### config.mk
export PLATFORM = sky130hd
export DESIGN_NAME = aarch64_relocation_patcher_flat
export DESIGN_NICKNAME = d
export VERILOG_FILES = /design/src/sv/a64rel_pkg.sv /design/src/sv/a64rel_in_if.sv /design/src/sv/a64rel_out_if.sv /design/src/sv/a64rel_decode.sv /design/src/sv/a64rel_calc.sv /design/src/sv/aarch64_relocation_patcher.sv /design/src/flat_wrapper.sv
export SDC_FILE = /design/constraint.sdc
export NUM_CORES = 1
export LEC_CHECK = 0
export BUFFER_PORTS_ARGS = -buffer_cell sky130_fd_sc_hd__buf_2
export CORE_UTILIZATION = 30
export DETAILED_ROUTE_END_ITERATION = 8
export GPL_ROUTABILITY_DRIVEN = 0
export PLACE_DENSITY = 0.54
export SKIP_LAST_GASP = 1
export SYNTH_ARGS = -nofsm -noshare
export SYNTH_HDL_FRONTEND = slang
export SYNTH_SLANG_ARGS = --single-unit
### constraint.sdc
create_clock -name clk -period 9.15 [get_ports clk]
set_clock_uncertainty 0.1 [all_clocks]
set_input_delay 0.915 -clock clk [delete_from_list [all_inputs] [get_ports clk]]
set_output_delay 0.915 -clock clk [all_outputs]
set_load 0.01 [all_outputs]
### src/sv/a64rel_pkg.sv
// Shared types and constants for the AArch64 relocation patcher.
package a64rel_pkg;

  localparam int OP_W   = 12;
  localparam int ADDR_W = 64;
  localparam int WORD_W = 32;

  // write width codes
  localparam logic [1:0] WW_NONE = 2'd0;
  localparam logic [1:0] WW_16   = 2'd1;
  localparam logic [1:0] WW_32   = 2'd2;
  localparam logic [1:0] WW_64   = 2'd3;

  // status codes
  localparam logic [1:0] ST_OK    = 2'd0;
  localparam logic [1:0] ST_OVF   = 2'd1;
  localparam logic [1:0] ST_UNSUP = 2'd2;

  localparam logic [ADDR_W-1:0] PAGE_MASK = 64'hffff_ffff_ffff_f000;

  typedef enum logic [1:0] {
    KIND_ABS,
    KIND_PREL,
    KIND_PAGE
  } kind_t;

  typedef enum logic [1:0] {
    FMT_NONE,
    FMT_DATA,
    FMT_MOVW,
    FMT_IMM
  } fmt_t;

  typedef enum logic [2:0] {
    ENC_26,
    ENC_19,
    ENC_14,
    ENC_12,
    ENC_ADR
  } enc_t;

  // decoded control for one relocation
  typedef struct packed {
    kind_t      kind;
    fmt_t       fmt;
    enc_t       enc;
    logic [5:0] lsb;
    logic [4:0] flen;
    logic       sgn;
    logic       check;
    logic [5:0] zb;
    logic [5:0] ob;
    logic       ones_ok;
    logic [1:0] width;
    logic [1:0] status;
  } dec_t;

endpackage

### src/sv/a64rel_in_if.sv
// Relocation request channel: valid/ready with the relocation fields.
interface a64rel_in_if;
  import a64rel_pkg::*;

  logic                     valid;
  logic                     ready;
  logic [OP_W-1:0]          op;
  logic [ADDR_W-1:0]        place_addr;
  logic [ADDR_W-1:0]        symbol_value;
  logic signed [ADDR_W-1:0] addend;
  logic [WORD_W-1:0]        old_word;

  modport source (
    output valid, op, place_addr, symbol_value, addend, old_word,
    input  ready
  );

  modport sink (
    input  valid, op, place_addr, symbol_value, addend, old_word,
    output ready
  );
endinterface

### src/sv/a64rel_out_if.sv
// Patch result channel: valid/ready with the patched word, width and status.
interface a64rel_out_if;
  import a64rel_pkg::*;

  logic              valid;
  logic              ready;
  logic [ADDR_W-1:0] new_word;
  logic [1:0]        write_width;
  logic [1:0]        status;

  modport source (
    output valid, new_word, write_width, status,
    input  ready
  );

  modport sink (
    input  valid, new_word, write_width, status,
    output ready
  );
endinterface

### src/sv/a64rel_decode.sv
// Relocation type decoder: maps the ELF type number to datapath controls.
module a64rel_decode (
  input  logic [a64rel_pkg::OP_W-1:0] op,
  output a64rel_pkg::dec_t            dec
);
  import a64rel_pkg::*;

  localparam logic [OP_W-1:0] R_NONE           = 12'd0;
  localparam logic [OP_W-1:0] R_NONE_ALT       = 12'd256;
  localparam logic [OP_W-1:0] R_ABS64          = 12'd257;
  localparam logic [OP_W-1:0] R_ABS32          = 12'd258;
  localparam logic [OP_W-1:0] R_ABS16          = 12'd259;
  localparam logic [OP_W-1:0] R_PREL64         = 12'd260;
  localparam logic [OP_W-1:0] R_PREL32         = 12'd261;
  localparam logic [OP_W-1:0] R_PREL16         = 12'd262;
  localparam logic [OP_W-1:0] R_MOVW_UABS_G0   = 12'd263;
  localparam logic [OP_W-1:0] R_MOVW_UABS_G0NC = 12'd264;
  localparam logic [OP_W-1:0] R_MOVW_UABS_G1   = 12'd265;
  localparam logic [OP_W-1:0] R_MOVW_UABS_G1NC = 12'd266;
  localparam logic [OP_W-1:0] R_MOVW_UABS_G2   = 12'd267;
  localparam logic [OP_W-1:0] R_MOVW_UABS_G2NC = 12'd268;
  localparam logic [OP_W-1:0] R_MOVW_UABS_G3   = 12'd269;
  localparam logic [OP_W-1:0] R_MOVW_SABS_G0   = 12'd270;
  localparam logic [OP_W-1:0] R_MOVW_SABS_G1   = 12'd271;
  localparam logic [OP_W-1:0] R_MOVW_SABS_G2   = 12'd272;
  localparam logic [OP_W-1:0] R_LD_PREL_LO19   = 12'd273;
  localparam logic [OP_W-1:0] R_ADR_PREL_LO21  = 12'd274;
  localparam logic [OP_W-1:0] R_ADR_PG_HI21    = 12'd275;
  localparam logic [OP_W-1:0] R_ADR_PG_HI21NC  = 12'd276;
  localparam logic [OP_W-1:0] R_ADD_LO12NC     = 12'd277;
  localparam logic [OP_W-1:0] R_LDST8_LO12NC   = 12'd278;
  localparam logic [OP_W-1:0] R_TSTBR14        = 12'd279;
  localparam logic [OP_W-1:0] R_CONDBR19       = 12'd280;
  localparam logic [OP_W-1:0] R_JUMP26         = 12'd282;
  localparam logic [OP_W-1:0] R_CALL26         = 12'd283;
  localparam logic [OP_W-1:0] R_LDST16_LO12NC  = 12'd284;
  localparam logic [OP_W-1:0] R_LDST32_LO12NC  = 12'd285;
  localparam logic [OP_W-1:0] R_LDST64_LO12NC  = 12'd286;
  localparam logic [OP_W-1:0] R_MOVW_PREL_G0   = 12'd287;
  localparam logic [OP_W-1:0] R_MOVW_PREL_G0NC = 12'd288;
  localparam logic [OP_W-1:0] R_MOVW_PREL_G1   = 12'd289;
  localparam logic [OP_W-1:0] R_MOVW_PREL_G1NC = 12'd290;
  localparam logic [OP_W-1:0] R_MOVW_PREL_G2   = 12'd291;
  localparam logic [OP_W-1:0] R_MOVW_PREL_G2NC = 12'd292;
  localparam logic [OP_W-1:0] R_MOVW_PREL_G3   = 12'd293;
  localparam logic [OP_W-1:0] R_LDST128_LO12NC = 12'd299;
  localparam logic [OP_W-1:0] R_ADR_GOT_PAGE   = 12'd311;

  function automatic dec_t base_d(input logic [1:0] st);
    dec_t d;
    d         = '0;
    d.kind    = KIND_ABS;
    d.fmt     = FMT_NONE;
    d.enc     = ENC_26;
    d.width   = WW_NONE;
    d.status  = st;
    return d;
  endfunction

  function automatic dec_t data_d(input kind_t k, input logic [1:0] ww, input logic chk);
    dec_t d;
    d         = base_d(ST_OK);
    d.kind    = k;
    d.fmt     = FMT_DATA;
    d.width   = ww;
    d.check   = chk;
    d.zb      = (ww == WW_16) ? 6'd16 : 6'd32;
    d.ob      = (ww == WW_16) ? 6'd15 : 6'd31;
    d.ones_ok = 1'b1;
    return d;
  endfunction

  function automatic dec_t movw_d(input kind_t k, input logic [5:0] lsb, input logic sgn,
                                  input logic chk);
    dec_t d;
    d         = base_d(ST_OK);
    d.kind    = k;
    d.fmt     = FMT_MOVW;
    d.width   = WW_32;
    d.lsb     = lsb;
    d.sgn     = sgn;
    d.check   = chk;
    d.zb      = 6'd16;
    d.ob      = 6'd16;
    d.ones_ok = sgn;
    return d;
  endfunction

  function automatic dec_t imm_d(input kind_t k, input logic [5:0] lsb, input logic [4:0] len,
                                 input enc_t enc, input logic chk);
    dec_t d;
    d         = base_d(ST_OK);
    d.kind    = k;
    d.fmt     = FMT_IMM;
    d.enc     = enc;
    d.width   = WW_32;
    d.lsb     = lsb;
    d.flen    = len;
    d.check   = chk;
    d.zb      = {1'b0, len} - 6'd1;
    d.ob      = {1'b0, len} - 6'd1;
    d.ones_ok = 1'b1;
    return d;
  endfunction

  always_comb begin
    case (op)
      R_NONE, R_NONE_ALT: dec = base_d(ST_OK);
      R_ABS64:          dec = data_d(KIND_ABS, WW_64, 1'b0);
      R_ABS32:          dec = data_d(KIND_ABS, WW_32, 1'b1);
      R_ABS16:          dec = data_d(KIND_ABS, WW_16, 1'b1);
      R_PREL64:         dec = data_d(KIND_PREL, WW_64, 1'b0);
      R_PREL32:         dec = data_d(KIND_PREL, WW_32, 1'b1);
      R_PREL16:         dec = data_d(KIND_PREL, WW_16, 1'b1);
      R_MOVW_UABS_G0:   dec = movw_d(KIND_ABS, 6'd0, 1'b0, 1'b1);
      R_MOVW_UABS_G0NC: dec = movw_d(KIND_ABS, 6'd0, 1'b0, 1'b0);
      R_MOVW_UABS_G1:   dec = movw_d(KIND_ABS, 6'd16, 1'b0, 1'b1);
      R_MOVW_UABS_G1NC: dec = movw_d(KIND_ABS, 6'd16, 1'b0, 1'b0);
      R_MOVW_UABS_G2:   dec = movw_d(KIND_ABS, 6'd32, 1'b0, 1'b1);
      R_MOVW_UABS_G2NC: dec = movw_d(KIND_ABS, 6'd32, 1'b0, 1'b0);
      R_MOVW_UABS_G3:   dec = movw_d(KIND_ABS, 6'd48, 1'b0, 1'b0);
      R_MOVW_SABS_G0:   dec = movw_d(KIND_ABS, 6'd0, 1'b1, 1'b1);
      R_MOVW_SABS_G1:   dec = movw_d(KIND_ABS, 6'd16, 1'b1, 1'b1);
      R_MOVW_SABS_G2:   dec = movw_d(KIND_ABS, 6'd32, 1'b1, 1'b1);
      R_MOVW_PREL_G0:   dec = movw_d(KIND_PREL, 6'd0, 1'b1, 1'b1);
      R_MOVW_PREL_G0NC: dec = movw_d(KIND_PREL, 6'd0, 1'b0, 1'b0);
      R_MOVW_PREL_G1:   dec = movw_d(KIND_PREL, 6'd16, 1'b1, 1'b1);
      R_MOVW_PREL_G1NC: dec = movw_d(KIND_PREL, 6'd16, 1'b0, 1'b0);
      R_MOVW_PREL_G2:   dec = movw_d(KIND_PREL, 6'd32, 1'b1, 1'b1);
      R_MOVW_PREL_G2NC: dec = movw_d(KIND_PREL, 6'd32, 1'b0, 1'b0);
      R_MOVW_PREL_G3:   dec = movw_d(KIND_PREL, 6'd48, 1'b1, 1'b0);
      R_LD_PREL_LO19, R_CONDBR19:
        dec = imm_d(KIND_PREL, 6'd2, 5'd19, ENC_19, 1'b1);
      R_ADR_PREL_LO21:  dec = imm_d(KIND_PREL, 6'd0, 5'd21, ENC_ADR, 1'b1);
      R_ADR_PG_HI21:    dec = imm_d(KIND_PAGE, 6'd12, 5'd21, ENC_ADR, 1'b1);
      R_ADR_PG_HI21NC, R_ADR_GOT_PAGE:
        dec = imm_d(KIND_PAGE, 6'd12, 5'd21, ENC_ADR, 1'b0);
      R_ADD_LO12NC, R_LDST8_LO12NC:
        dec = imm_d(KIND_ABS, 6'd0, 5'd12, ENC_12, 1'b0);
      R_LDST16_LO12NC:  dec = imm_d(KIND_ABS, 6'd1, 5'd11, ENC_12, 1'b0);
      R_LDST32_LO12NC:  dec = imm_d(KIND_ABS, 6'd2, 5'd10, ENC_12, 1'b0);
      R_LDST64_LO12NC:  dec = imm_d(KIND_ABS, 6'd3, 5'd9, ENC_12, 1'b0);
      R_LDST128_LO12NC: dec = imm_d(KIND_ABS, 6'd4, 5'd8, ENC_12, 1'b0);
      R_TSTBR14:        dec = imm_d(KIND_PREL, 6'd2, 5'd14, ENC_14, 1'b1);
      R_JUMP26, R_CALL26:
        dec = imm_d(KIND_PREL, 6'd2, 5'd26, ENC_26, 1'b1);
      default:          dec = base_d(ST_UNSUP);
    endcase
  end

endmodule

### src/sv/a64rel_calc.sv
// Relocation datapath: value calculation, range check and field insertion.
module a64rel_calc (
  input  a64rel_pkg::dec_t                   dec,
  input  logic [a64rel_pkg::ADDR_W-1:0]      place_addr,
  input  logic [a64rel_pkg::ADDR_W-1:0]      symbol_value,
  input  logic signed [a64rel_pkg::ADDR_W-1:0] addend,
  input  logic [a64rel_pkg::WORD_W-1:0]      old_word,
  output logic [a64rel_pkg::ADDR_W-1:0]      new_word,
  output logic [1:0]                         write_width,
  output logic [1:0]                         status
);
  import a64rel_pkg::*;

  logic [ADDR_W-1:0] opc;
  logic [ADDR_W-1:0] csa_s;
  logic [ADDR_W-1:0] csa_c;
  logic [ADDR_W-1:0] sum;
  logic [ADDR_W-1:0] rval;
  logic [ADDR_W-1:0] sval;
  logic [ADDR_W-1:0] zmask;
  logic [ADDR_W-1:0] omask;
  logic [ADDR_W-1:0] fmask;
  logic [25:0]       field;
  logic [15:0]       imm16;
  logic              zero_fit;
  logic              ones_fit;
  logic              ovf;
  logic [WORD_W-1:0] w;

  // S + A - P folded into one carry-save step and a single 64-bit add;
  // the page form drops the low 12 bits afterwards (no borrow crosses them)
  always_comb begin
    case (dec.kind)
      KIND_PREL: opc = ~place_addr;
      KIND_PAGE: opc = ~(place_addr & PAGE_MASK);
      default:   opc = '0;
    endcase
  end

  assign csa_s = symbol_value ^ addend ^ opc;
  assign csa_c = ((symbol_value & addend) | (symbol_value & opc) | (addend & opc)) << 1;
  assign sum   = csa_s + csa_c + {{(ADDR_W-1){1'b0}}, (dec.kind != KIND_ABS)};
  assign rval  = (dec.kind == KIND_PAGE) ? (sum & PAGE_MASK) : sum;
  assign sval  = ADDR_W'($signed(rval) >>> dec.lsb);

  assign zmask    = {ADDR_W{1'b1}} << dec.zb;
  assign omask    = {ADDR_W{1'b1}} << dec.ob;
  assign zero_fit = (sval & zmask) == '0;
  assign ones_fit = dec.ones_ok && ((sval | ~omask) == {ADDR_W{1'b1}});
  assign ovf      = dec.check && !(zero_fit || ones_fit);

  assign fmask = ~({ADDR_W{1'b1}} << dec.flen);
  assign field = sval[25:0] & fmask[25:0];
  assign imm16 = (dec.sgn && sval[ADDR_W-1]) ? ~sval[15:0] : sval[15:0];

  always_comb begin
    w = old_word;
    case (dec.fmt)
      FMT_MOVW: begin
        if (dec.sgn) begin
          w[30:29] = sval[ADDR_W-1] ? 2'b00 : 2'b10;
        end
        w[20:5] = imm16;
      end
      FMT_IMM: begin
        case (dec.enc)
          ENC_26: w[25:0]  = field;
          ENC_19: w[23:5]  = field[18:0];
          ENC_14: w[18:5]  = field[13:0];
          ENC_12: w[21:10] = field[11:0];
          ENC_ADR: begin
            w[30:29] = field[1:0];
            w[23:5]  = field[20:2];
          end
          default: w = old_word;
        endcase
      end
      default: w = old_word;
    endcase
  end

  always_comb begin
    new_word    = '0;
    write_width = dec.width;
    status      = ovf ? ST_OVF : ST_OK;
    case (dec.fmt)
      FMT_DATA: begin
        case (dec.width)
          WW_16:   new_word = {48'd0, rval[15:0]};
          WW_32:   new_word = {32'd0, rval[31:0]};
          default: new_word = rval;
        endcase
      end
      FMT_MOVW, FMT_IMM: new_word = {32'd0, w};
      default: status = dec.status;
    endcase
  end

endmodule

### src/sv/aarch64_relocation_patcher.sv
// AArch64 ELF RELA relocation patcher, top level.
// Applies one relocation per clock while the sink is ready: a request transfer is captured
// in an input register, the type decode, one 64-bit carry-save add, the range check and the
// immediate insertion run combinationally after it, and the patched word lands in the result
// register once the result stage can advance. Throughput is one relocation per clock with the
// sink ready; the critical path is the 64-bit adder followed by the arithmetic shift and the
// range mask compare between the two registers. Ready is held low only while both registers
// are full and the result is stalled. No state is kept between relocations.
module aarch64_relocation_patcher (
  input  logic         clk,
  input  logic         rst,
  a64rel_in_if.sink    reloc,
  a64rel_out_if.source patch
);
  import a64rel_pkg::*;

  logic                     s1_valid;
  logic [OP_W-1:0]          s1_op;
  logic [ADDR_W-1:0]        s1_place;
  logic [ADDR_W-1:0]        s1_symbol;
  logic signed [ADDR_W-1:0] s1_addend;
  logic [WORD_W-1:0]        s1_word;

  logic                     res_valid;
  logic [ADDR_W-1:0]        res_word;
  logic [1:0]               res_width;
  logic [1:0]               res_status;

  dec_t                     dec;
  logic [ADDR_W-1:0]        word_next;
  logic [1:0]               width_next;
  logic [1:0]               status_next;
  logic                     s1_adv;

  assign s1_adv      = !res_valid || patch.ready;
  assign reloc.ready = !s1_valid || s1_adv;

  a64rel_decode u_decode (
    .op  (s1_op),
    .dec (dec)
  );

  a64rel_calc u_calc (
    .dec          (dec),
    .place_addr   (s1_place),
    .symbol_value (s1_symbol),
    .addend       (s1_addend),
    .old_word     (s1_word),
    .new_word     (word_next),
    .write_width  (width_next),
    .status       (status_next)
  );

  always_ff @(posedge clk) begin
    if (rst) begin
      s1_valid  <= 1'b0;
      res_valid <= 1'b0;
    end else begin
      if (reloc.ready) begin
        s1_valid <= reloc.valid;
      end
      if (s1_adv) begin
        res_valid <= s1_valid;
      end
    end
  end

  always_ff @(posedge clk) begin
    if (reloc.valid && reloc.ready) begin
      s1_op     <= reloc.op;
      s1_place  <= reloc.place_addr;
      s1_symbol <= reloc.symbol_value;
      s1_addend <= reloc.addend;
      s1_word   <= reloc.old_word;
    end
    if (s1_valid && s1_adv) begin
      res_word   <= word_next;
      res_width  <= width_next;
      res_status <= status_next;
    end
  end

  assign patch.valid       = res_valid;
  assign patch.new_word    = res_word;
  assign patch.write_width = res_width;
  assign patch.status      = res_status;

  // a held relocation is not dropped while the result stage is stalled
  a_hold: assert property (@(posedge clk) disable iff (rst)
    s1_valid && !s1_adv |=> s1_valid)
    else $error("relocation lost in input stage");

  a_unsup: assert property (@(posedge clk) disable iff (rst)
    res_valid && res_status == ST_UNSUP |-> res_width == WW_NONE && res_word == '0)
    else $error("unsupported type produced a write");

  a_w16: assert property (@(posedge clk) disable iff (rst)
    res_valid && res_width == WW_16 |-> res_word[63:16] == '0)
    else $error("16-bit write has stray upper bits");

  a_w32: assert property (@(posedge clk) disable iff (rst)
    res_valid && res_width == WW_32 |-> res_word[63:32] == '0)
    else $error("32-bit write has stray upper bits");

  a_ovf: assert property (@(posedge clk) disable iff (rst)
    res_valid && res_status == ST_OVF |-> res_width != WW_NONE && res_width != WW_64)
    else $error("overflow reported on an unchecked width");

endmodule

### src/flat_wrapper.sv
// flat-port wrapper written by rule: the top's interface ports become plain ports
module aarch64_relocation_patcher_flat import a64rel_pkg::*;
  (clk, rst, reloc_valid, reloc_op, reloc_place_addr, reloc_symbol_value, reloc_addend, reloc_old_word, reloc_ready, patch_valid, patch_new_word, patch_write_width, patch_status, patch_ready);
  a64rel_in_if reloc_i ();
  a64rel_out_if patch_i ();
  input  logic clk;
  input  logic rst;
  input wire logic [$bits(reloc_i.valid)-1:0] reloc_valid;
  input wire logic [$bits(reloc_i.op)-1:0] reloc_op;
  input wire logic [$bits(reloc_i.place_addr)-1:0] reloc_place_addr;
  input wire logic [$bits(reloc_i.symbol_value)-1:0] reloc_symbol_value;
  input wire logic [$bits(reloc_i.addend)-1:0] reloc_addend;
  input wire logic [$bits(reloc_i.old_word)-1:0] reloc_old_word;
  output wire logic [$bits(reloc_i.ready)-1:0] reloc_ready;
  output wire logic [$bits(patch_i.valid)-1:0] patch_valid;
  output wire logic [$bits(patch_i.new_word)-1:0] patch_new_word;
  output wire logic [$bits(patch_i.write_width)-1:0] patch_write_width;
  output wire logic [$bits(patch_i.status)-1:0] patch_status;
  input wire logic [$bits(patch_i.ready)-1:0] patch_ready;
  assign reloc_i.valid = reloc_valid;
  assign reloc_i.op = reloc_op;
  assign reloc_i.place_addr = reloc_place_addr;
  assign reloc_i.symbol_value = reloc_symbol_value;
  assign reloc_i.addend = reloc_addend;
  assign reloc_i.old_word = reloc_old_word;
  assign reloc_ready = reloc_i.ready;
  assign patch_valid = patch_i.valid;
  assign patch_new_word = patch_i.new_word;
  assign patch_write_width = patch_i.write_width;
  assign patch_status = patch_i.status;
  assign patch_i.ready = patch_ready;
  aarch64_relocation_patcher u_core (.clk(clk), .rst(rst), .reloc(reloc_i), .patch(patch_i));
endmodule
# Yosys cells after proc, flatten, opt, wreduce, memory -nomap -nowiden
# Index checks and enable logic that the tools add are counted.
[word_totals]
elab_cells = 126
ff_bits = 306
output_inout_bits = 70
[classes]
mux = 21
bitwise_logic = 15
n_eq_ne = 51
n_shift = 4
addsub = 2
reduce_logical = 23
[op_table]
columns = ["operator", "count"]
rows = [
  ["$pmux W37 S35", 1],
  ["$eq A12 B9 Y1 const B", 39],
  ["$pmux W64 S2", 3],
  ["$not A64 Y64", 3],
  ["$and A63 B63 Y63", 3],
  ["$shl A64 B6 Y64 const A", 2],
  ["$xor A64 B64 Y64", 2],
  ["$or A63 B63 Y63", 2],
  ["$add A64 B1 Y64", 1],
  ["$add A64 B64 Y64", 1],
  ["$and A64 B64 Y64", 1],
  ["$eq A64 B64 Y1 const B", 1],
  ["$logic_not A64 Y1", 1],
  ["$or A64 B64 Y64", 1],
  ["$shl A64 B5 Y26 const A", 1],
  ["$sshr A64 B6 Y64", 1],
  ["$pmux W9 S4", 1],
  ["$pmux W16 S2", 1],
  ["$and A26 B26 Y26", 1],
  ["$not A26 Y26", 1],
  ["$mux W16", 1],
  ["$not A16 Y16", 1],
  ["$mux W5", 3],
  ["$pmux W5 S3", 1],
  ["other kinds (19)", 43],
]

# Longest topological paths before layout
[logic_depth]
depth_word = 20
ltp_mapped = 37

# By module
# A second synthesis with hierarchy kept.
[unflattened]
hier_cells = 3467
hier_area_um2 = 29718.5
[modules_own_cells]
columns = ["mod", "area_per_inst_um2", "cells_per_inst", "instances"]
rows = [
  ["a64rel_calc", 19383.6, 2958, 1],
  ["aarch64_relocation_patcher", 9232.6, 314, 1],
  ["a64rel_decode", 1102.3, 195, 1],
]

# Least setup slack after synthesis
# No wires, ideal clock.
[synth_path]
path_kind = "register to register"
startpoint = "register u_core.s1_op[9]"
endpoint = "register u_core.res_status[0] (netlist: u_core.patch.status[0]), data pin"
synth_period_minus_slack_ns = 8.093
path_slack_ns = 1.057
path_buffers = 4
required_ns = 8.780
t_arrival_ns = 7.723
stages_incl_launch_ff = 35
path_cell_list = "edfxtp_1 -> or4b_1 -> nor4_4 -> and2_1 -> buf_2 -> a21oi_1 -> nor2_1 -> or3_1 -> inv_1 -> ha_1 -> clkbuf_1 -> inv_1 -> clkbuf_1 -> clkbuf_1 -> a21oi_1 -> fa_1 -> ha_1 -> inv_1 -> fa_1 -> nand2b_1 -> a21boi_4 -> o21ai_2 -> a2111oi_4 -> nor2_1 -> o31a_1 -> xor2_1 -> a22o_1 -> a21oi_2 -> mux2_2 -> nand2b_1 -> nor4b_2 -> nand4_1 -> or4_4 -> a2111oi_4 -> a211oi_1"
[synth_via]
elab_chain_cells = 20
word_cells_on_any_way = 76
[synth_rtl]
columns = ["element", "line_no", "source"]
rows = [
  ["start: declaration", "aarch64_relocation_patcher.sv:18", "logic [OP_W-1:0] s1_op;"],
  ["start signal: assignment", "aarch64_relocation_patcher.sv:70", "s1_op <= reloc.op;"],
  ["$eq A12 B9 Y1 / $logic_not A12 Y1 (equally long branches)", "a64rel_decode.sv:107", "case (op)"],
  ["$reduce_or A2 Y1", "a64rel_decode.sv:107", ""],
  ["$pmux W37 S35 *", "a64rel_decode.sv:107", ""],
  ["$eq A2 B2 Y1 / $eq A2 B1 Y1 (equally long branches)", "a64rel_calc.sv:33, a64rel_calc.sv:43", ""],
  ["$pmux W64 S2", "a64rel_calc.sv:33", "case (dec.kind)"],
  ["$and A63 B63 Y63", "a64rel_calc.sv:41", "assign csa_c = ((symbol_value & addend) | (symbol_value & opc) | (addend & opc)) << 1;"],
  ["$or A63 B63 Y63 (2 in series)", "a64rel_calc.sv:41", ""],
  ["$add A64 B64 Y64", "a64rel_calc.sv:42", "assign sum = csa_s + csa_c + {{(ADDR_W-1){1'b0}}, (dec.kind != KIND_ABS)};"],
  ["(+3 left out)", "-", ""],
  ["$or A64 B64 Y64", "a64rel_calc.sv:49", "assign ones_fit = dec.ones_ok && ((sval | ~omask) == {ADDR_W{1'b1}});"],
  ["$eq A64 B64 Y1", "a64rel_calc.sv:49", ""],
  ["$logic_and A1 B1 Y1", "a64rel_calc.sv:49", ""],
  ["$logic_or A1 B1 Y1", "a64rel_calc.sv:50", "assign ovf = dec.check && !(zero_fit || ones_fit);"],
  ["$logic_not A1 Y1", "a64rel_calc.sv:50", ""],
  ["$logic_and A1 B1 Y1", "a64rel_calc.sv:50", ""],
  ["$mux W1", "a64rel_calc.sv:85", "status = ovf ? ST_OVF : ST_OK;"],
  ["$mux W2 *", "a64rel_calc.sv:86", "case (dec.fmt)"],
  ["end signal: assignment", "aarch64_relocation_patcher.sv:79", "res_status <= status_next;"],
  ["end: declaration", "aarch64_relocation_patcher.sv:27", "logic [1:0] res_status;"],
]
# Mark *: on every way between the ends. The rest lies on a longest branch, timed or not.
# A chain may end at the register's enable or synchronous reset.

# Final worst setup path
# Same ends and word-level chain as after synthesis.

==> summary.txt <==
Initial antenna violation count - 2
Register area - 8900 sq um
Crit Reg-Reg Endpoint - u_core.patch.status[0]$_SDFFCE_PN0P_
Number of endpoints failing setup at the final stage - 0
Syn Std Cell Area - 25100 sq um
Area share of the largest cell type after synthesis - 0.353
Synth-to-layout area growth - 27.9%
Synth Area in XOR/XNOR - 0.0185
GRT overflow - 0
Fraction of the mapped netlist area in adder cells - 0.0850
Via count of the first global-routing pass - 25400
Cell Pwr Density - 162 nW/um^2
Cell variety after synth - 124
Synth async-reset ratio - 0
Shortest period the worst path allows - 8960 ps
Wire per inst - 22.9 microns
Cell accounting for the most synthesized area - edfxtp_1
Via/cell ratio - 5.70
Worst r2r src - u_core.s1_op[9]$_DFFE_PP_
Post-synth EDFFs - 295
Static leakage - 13.3 nW
Register area share after synthesis - 0.355
Layout cells sized above 1 - 0.281
Slowest CP cell - or4b_1
RSZ-0062 raised after global routing - no
Area share of and/or/nand/nor cells after synthesis - 0.203
First-pass iteration count of the detailed router - 6
Slew HR - 0.268
Synthesized flop and latch total - 297
Worst-path clk slew - 60 ps
Global-route wire length before repair - 156 mm
CTS tree - yes
Tot GR Track Use - 0.242
Pin count of the biggest net entering global routing - 78
1st-iter DRT viols - 3128
Clk_lat worst skew - 570 ps
Worst Hold Class - in2reg
Initial Utilization - 0.304
Outcome - complete, no violations
Max FO, Critical Path - 13
Final std cell area, no fill - 32100 sq um
Worst-Margin Slew - 1090 ps
CTS H-tree lvls - 2
Post-Syn Area per Cell - 8.80 sq um
Fin crit share - 0.979
HP Start - rst
Placed insts - 4532
Core ar. - 82400 sq um
Fin cells - 4599
Count leader, synth - edfxtp_1
Row count - 105
Ys flop type - edfxtp_1
Cell Area, Placed - 30800 sq um
Bufs and invs on worst path - 5
CTS Root Cell - clkbuf_16
Yosys warning count - 0
CTS max path bufs - 3
CP Data Arrival Time - 9130 ps
Top post-synthesis cells by area - edfxtp_1 35%, fa_1 5.1%, a21oi_1 4.5%
Hold_buf cts - 0
Routed wire length - 105 mm
Layout Nets - 3871
DRC - 0
Die H - 291 microns
Pre-CTS WS - 230 ps
Hold EP - u_core.patch.valid$_SDFFE_PP0P_
CP startpoint kind - flip-flop
Largest family of logic cells by synthesized area - compound AO/OA/AOI/OAI gates
Setup TNS - 0 ps
Crit path capture type - flip-flop
Clock Sinks - 297
CTS buffer count - 36
Compound-cell area share of the yosys netlist - 0.262
Die ar. - 84700 sq um
Die X - 291 microns
Crit path required time - 9330 ps
Area of the multi-input gates - 14700 sq um
I/O pin total - 310
Antenna viol nets, final - 0
Final Hold Vio Count - 0
Post-DP HPWL - 82.9 mm
Port Buffer Count - 300
Filler Cell Count - 8355
Final WS setup - 195 ps
Vias - 26200
Max Cap Viol - 0
Mux share of post-synthesis cell area - 0.0155
Max rail drop VDD - 149 uV
Fmax - 0.112 GHz
Synthesized net count - 3219
CP peak stage delay - 630 ps
Top cells by count, synth - 295 x edfxtp_1, 271 x nor2_1, 269 x nand2_1
Register-to-register setup slack - 190 ps
Critical path class - reg2reg
R2R depth - 33
Crit path max-delay family - compound AO/OA/AOI/OAI gates
Hold path cells - 2
Mapped Cells - 2848
Slew Viols, Final - 0
[power by group]
group	switching, mW	internal (mW)	leakage, nW
logic	1.25	0.875	9.92
clock network	0.587	0.886	0.583
registers	0.0267	1.58	2.83
[metrics by stage]
| stage | hold WS [ps] | power [mW] | utilization |
|---|---|---|---|
| 2_1_floorplan | 378 | 2.69 | - |
| 3_3_place_gp | 402 | 3.68 | 0.374 |
| 3_5_place_dp | 414 | 3.69 | 0.374 |
| 4_1_cts | 379 | 5.19 | 0.389 |
| 5_1_grt | 382 | 5.43 | 0.389 |
| 6_report | 407 | 5.21 | 0.389 |
[flip-flops by register name, summed over array words and instances, names as in the netlist]
signal / count
u_core.s1_place: 64
u_core.s1_valid: 1
u_core.s1_op: 12
u_core.patch.valid: 1
u_core.s1_word: 23
u_core.patch.status: 2
u_core.s1_addend: 64
u_core.patch.write_width: 2
u_core.patch.new_word: 64
u_core.s1_symbol: 64
[cell families (layout without fill, tap and decap cells)]
group / Yosys count / after routing
xor+xnor: 53 / 53
other cells: 0 / 1
mux: 36 / 36
buf+inv: 367 / 1047
flops: 297 / 297
simple gates: 1021 / 1021
compound gates: 942 / 942
fa+ha+maj: 132 / 132
[area by class of cell]
cell class	instances	share of cell area
antenna	1	0.0000781
clock buffer	42	0.0295
clock inverter	24	0.00820
inverter	200	0.0234
multi-input combinational	2184	0.459
sequential	297	0.278
tap	1070	0.0418
timing repair buffer	781	0.160
[routing by layer]
| metal | up-vias | part of all wire | track usage |
|---|---|---|---|
| met1 | 12400 | 0.41 | 0.315 |
| met3 | 324 | 0.090 | 0.0442 |
| met5 | - | 0.00012 | 0 |
| met4 | 2 | 0.051 | 0.113 |
| li1 | 12000 | - | - |
| met2 | 1462 | 0.45 | 0.386 |
[cells in the final DEF, fill, tap and decap left out, drive strengths merged, types with 14 or more instances in the layout]
cell type / netlist / layout
a211o: 18 / 18
clkbuf: 86 / 42
buf: 81 / 781
and4: 15 / 15
nor2: 272 / 272
nand3: 71 / 71
nand2: 271 / 271
and2: 27 / 27
a2111oi: 14 / 14
o21a: 29 / 29
a221oi: 15 / 15
a31oi: 27 / 27
a21oi: 241 / 241
or3: 29 / 29
fa: 64 / 64
or2: 52 / 52
o221ai: 24 / 24
inv: 200 / 203
a211oi: 50 / 50
nor4: 29 / 29
o31ai: 28 / 28
a22oi: 18 / 18
o21ai: 197 / 197
a21o: 36 / 36
xnor2: 28 / 28
xor2: 25 / 25
o22ai: 34 / 34
ha: 67 / 67
and3: 30 / 30
nor2b: 19 / 19
o211ai: 43 / 43
a22o: 14 / 14
nand2b: 18 / 18
o2111ai: 15 / 15
nor3: 85 / 85
mux2i: 25 / 25
clkinv: 0 / 14
edfxtp: 295 / 295
nand4: 66 / 66
[worst max-delay path by stage]
| stage | to | startpoint | slack, ps | cells past startpoint |
|---|---|---|---|---|
| finish | u_core.patch.status[0]$_SDFFCE_PN0P_ | u_core.s1_op[9]$_DFFE_PP_ | 190 | 33 |
| detailed placement | u_core.patch.status[0]$_SDFFCE_PN0P_ | u_core.s1_op[9]$_DFFE_PP_ | 230 | 33 |
| floorplan | u_core.patch.status[0]$_SDFFCE_PN0P_ | u_core.s1_op[9]$_DFFE_PP_ | 1060 | 34 |
| global placement | u_core.patch.status[0]$_SDFFCE_PN0P_ | u_core.s1_op[9]$_DFFE_PP_ | 350 | 33 |
| global route | u_core.patch.status[0]$_SDFFCE_PN0P_ | u_core.s1_op[0]$_DFFE_PP_ | 20 | 30 |
| CTS | u_core.patch.status[0]$_SDFFCE_PN0P_ | u_core.s1_op[9]$_DFFE_PP_ | 170 | 33 |
[timing repair]
item                                    4_1_cts  5_1_grt
setup buffers                                 0        0
resized for setup                             0        7
endpoints found under the setup margin        0        3
(Power assumes the default switching activity.)
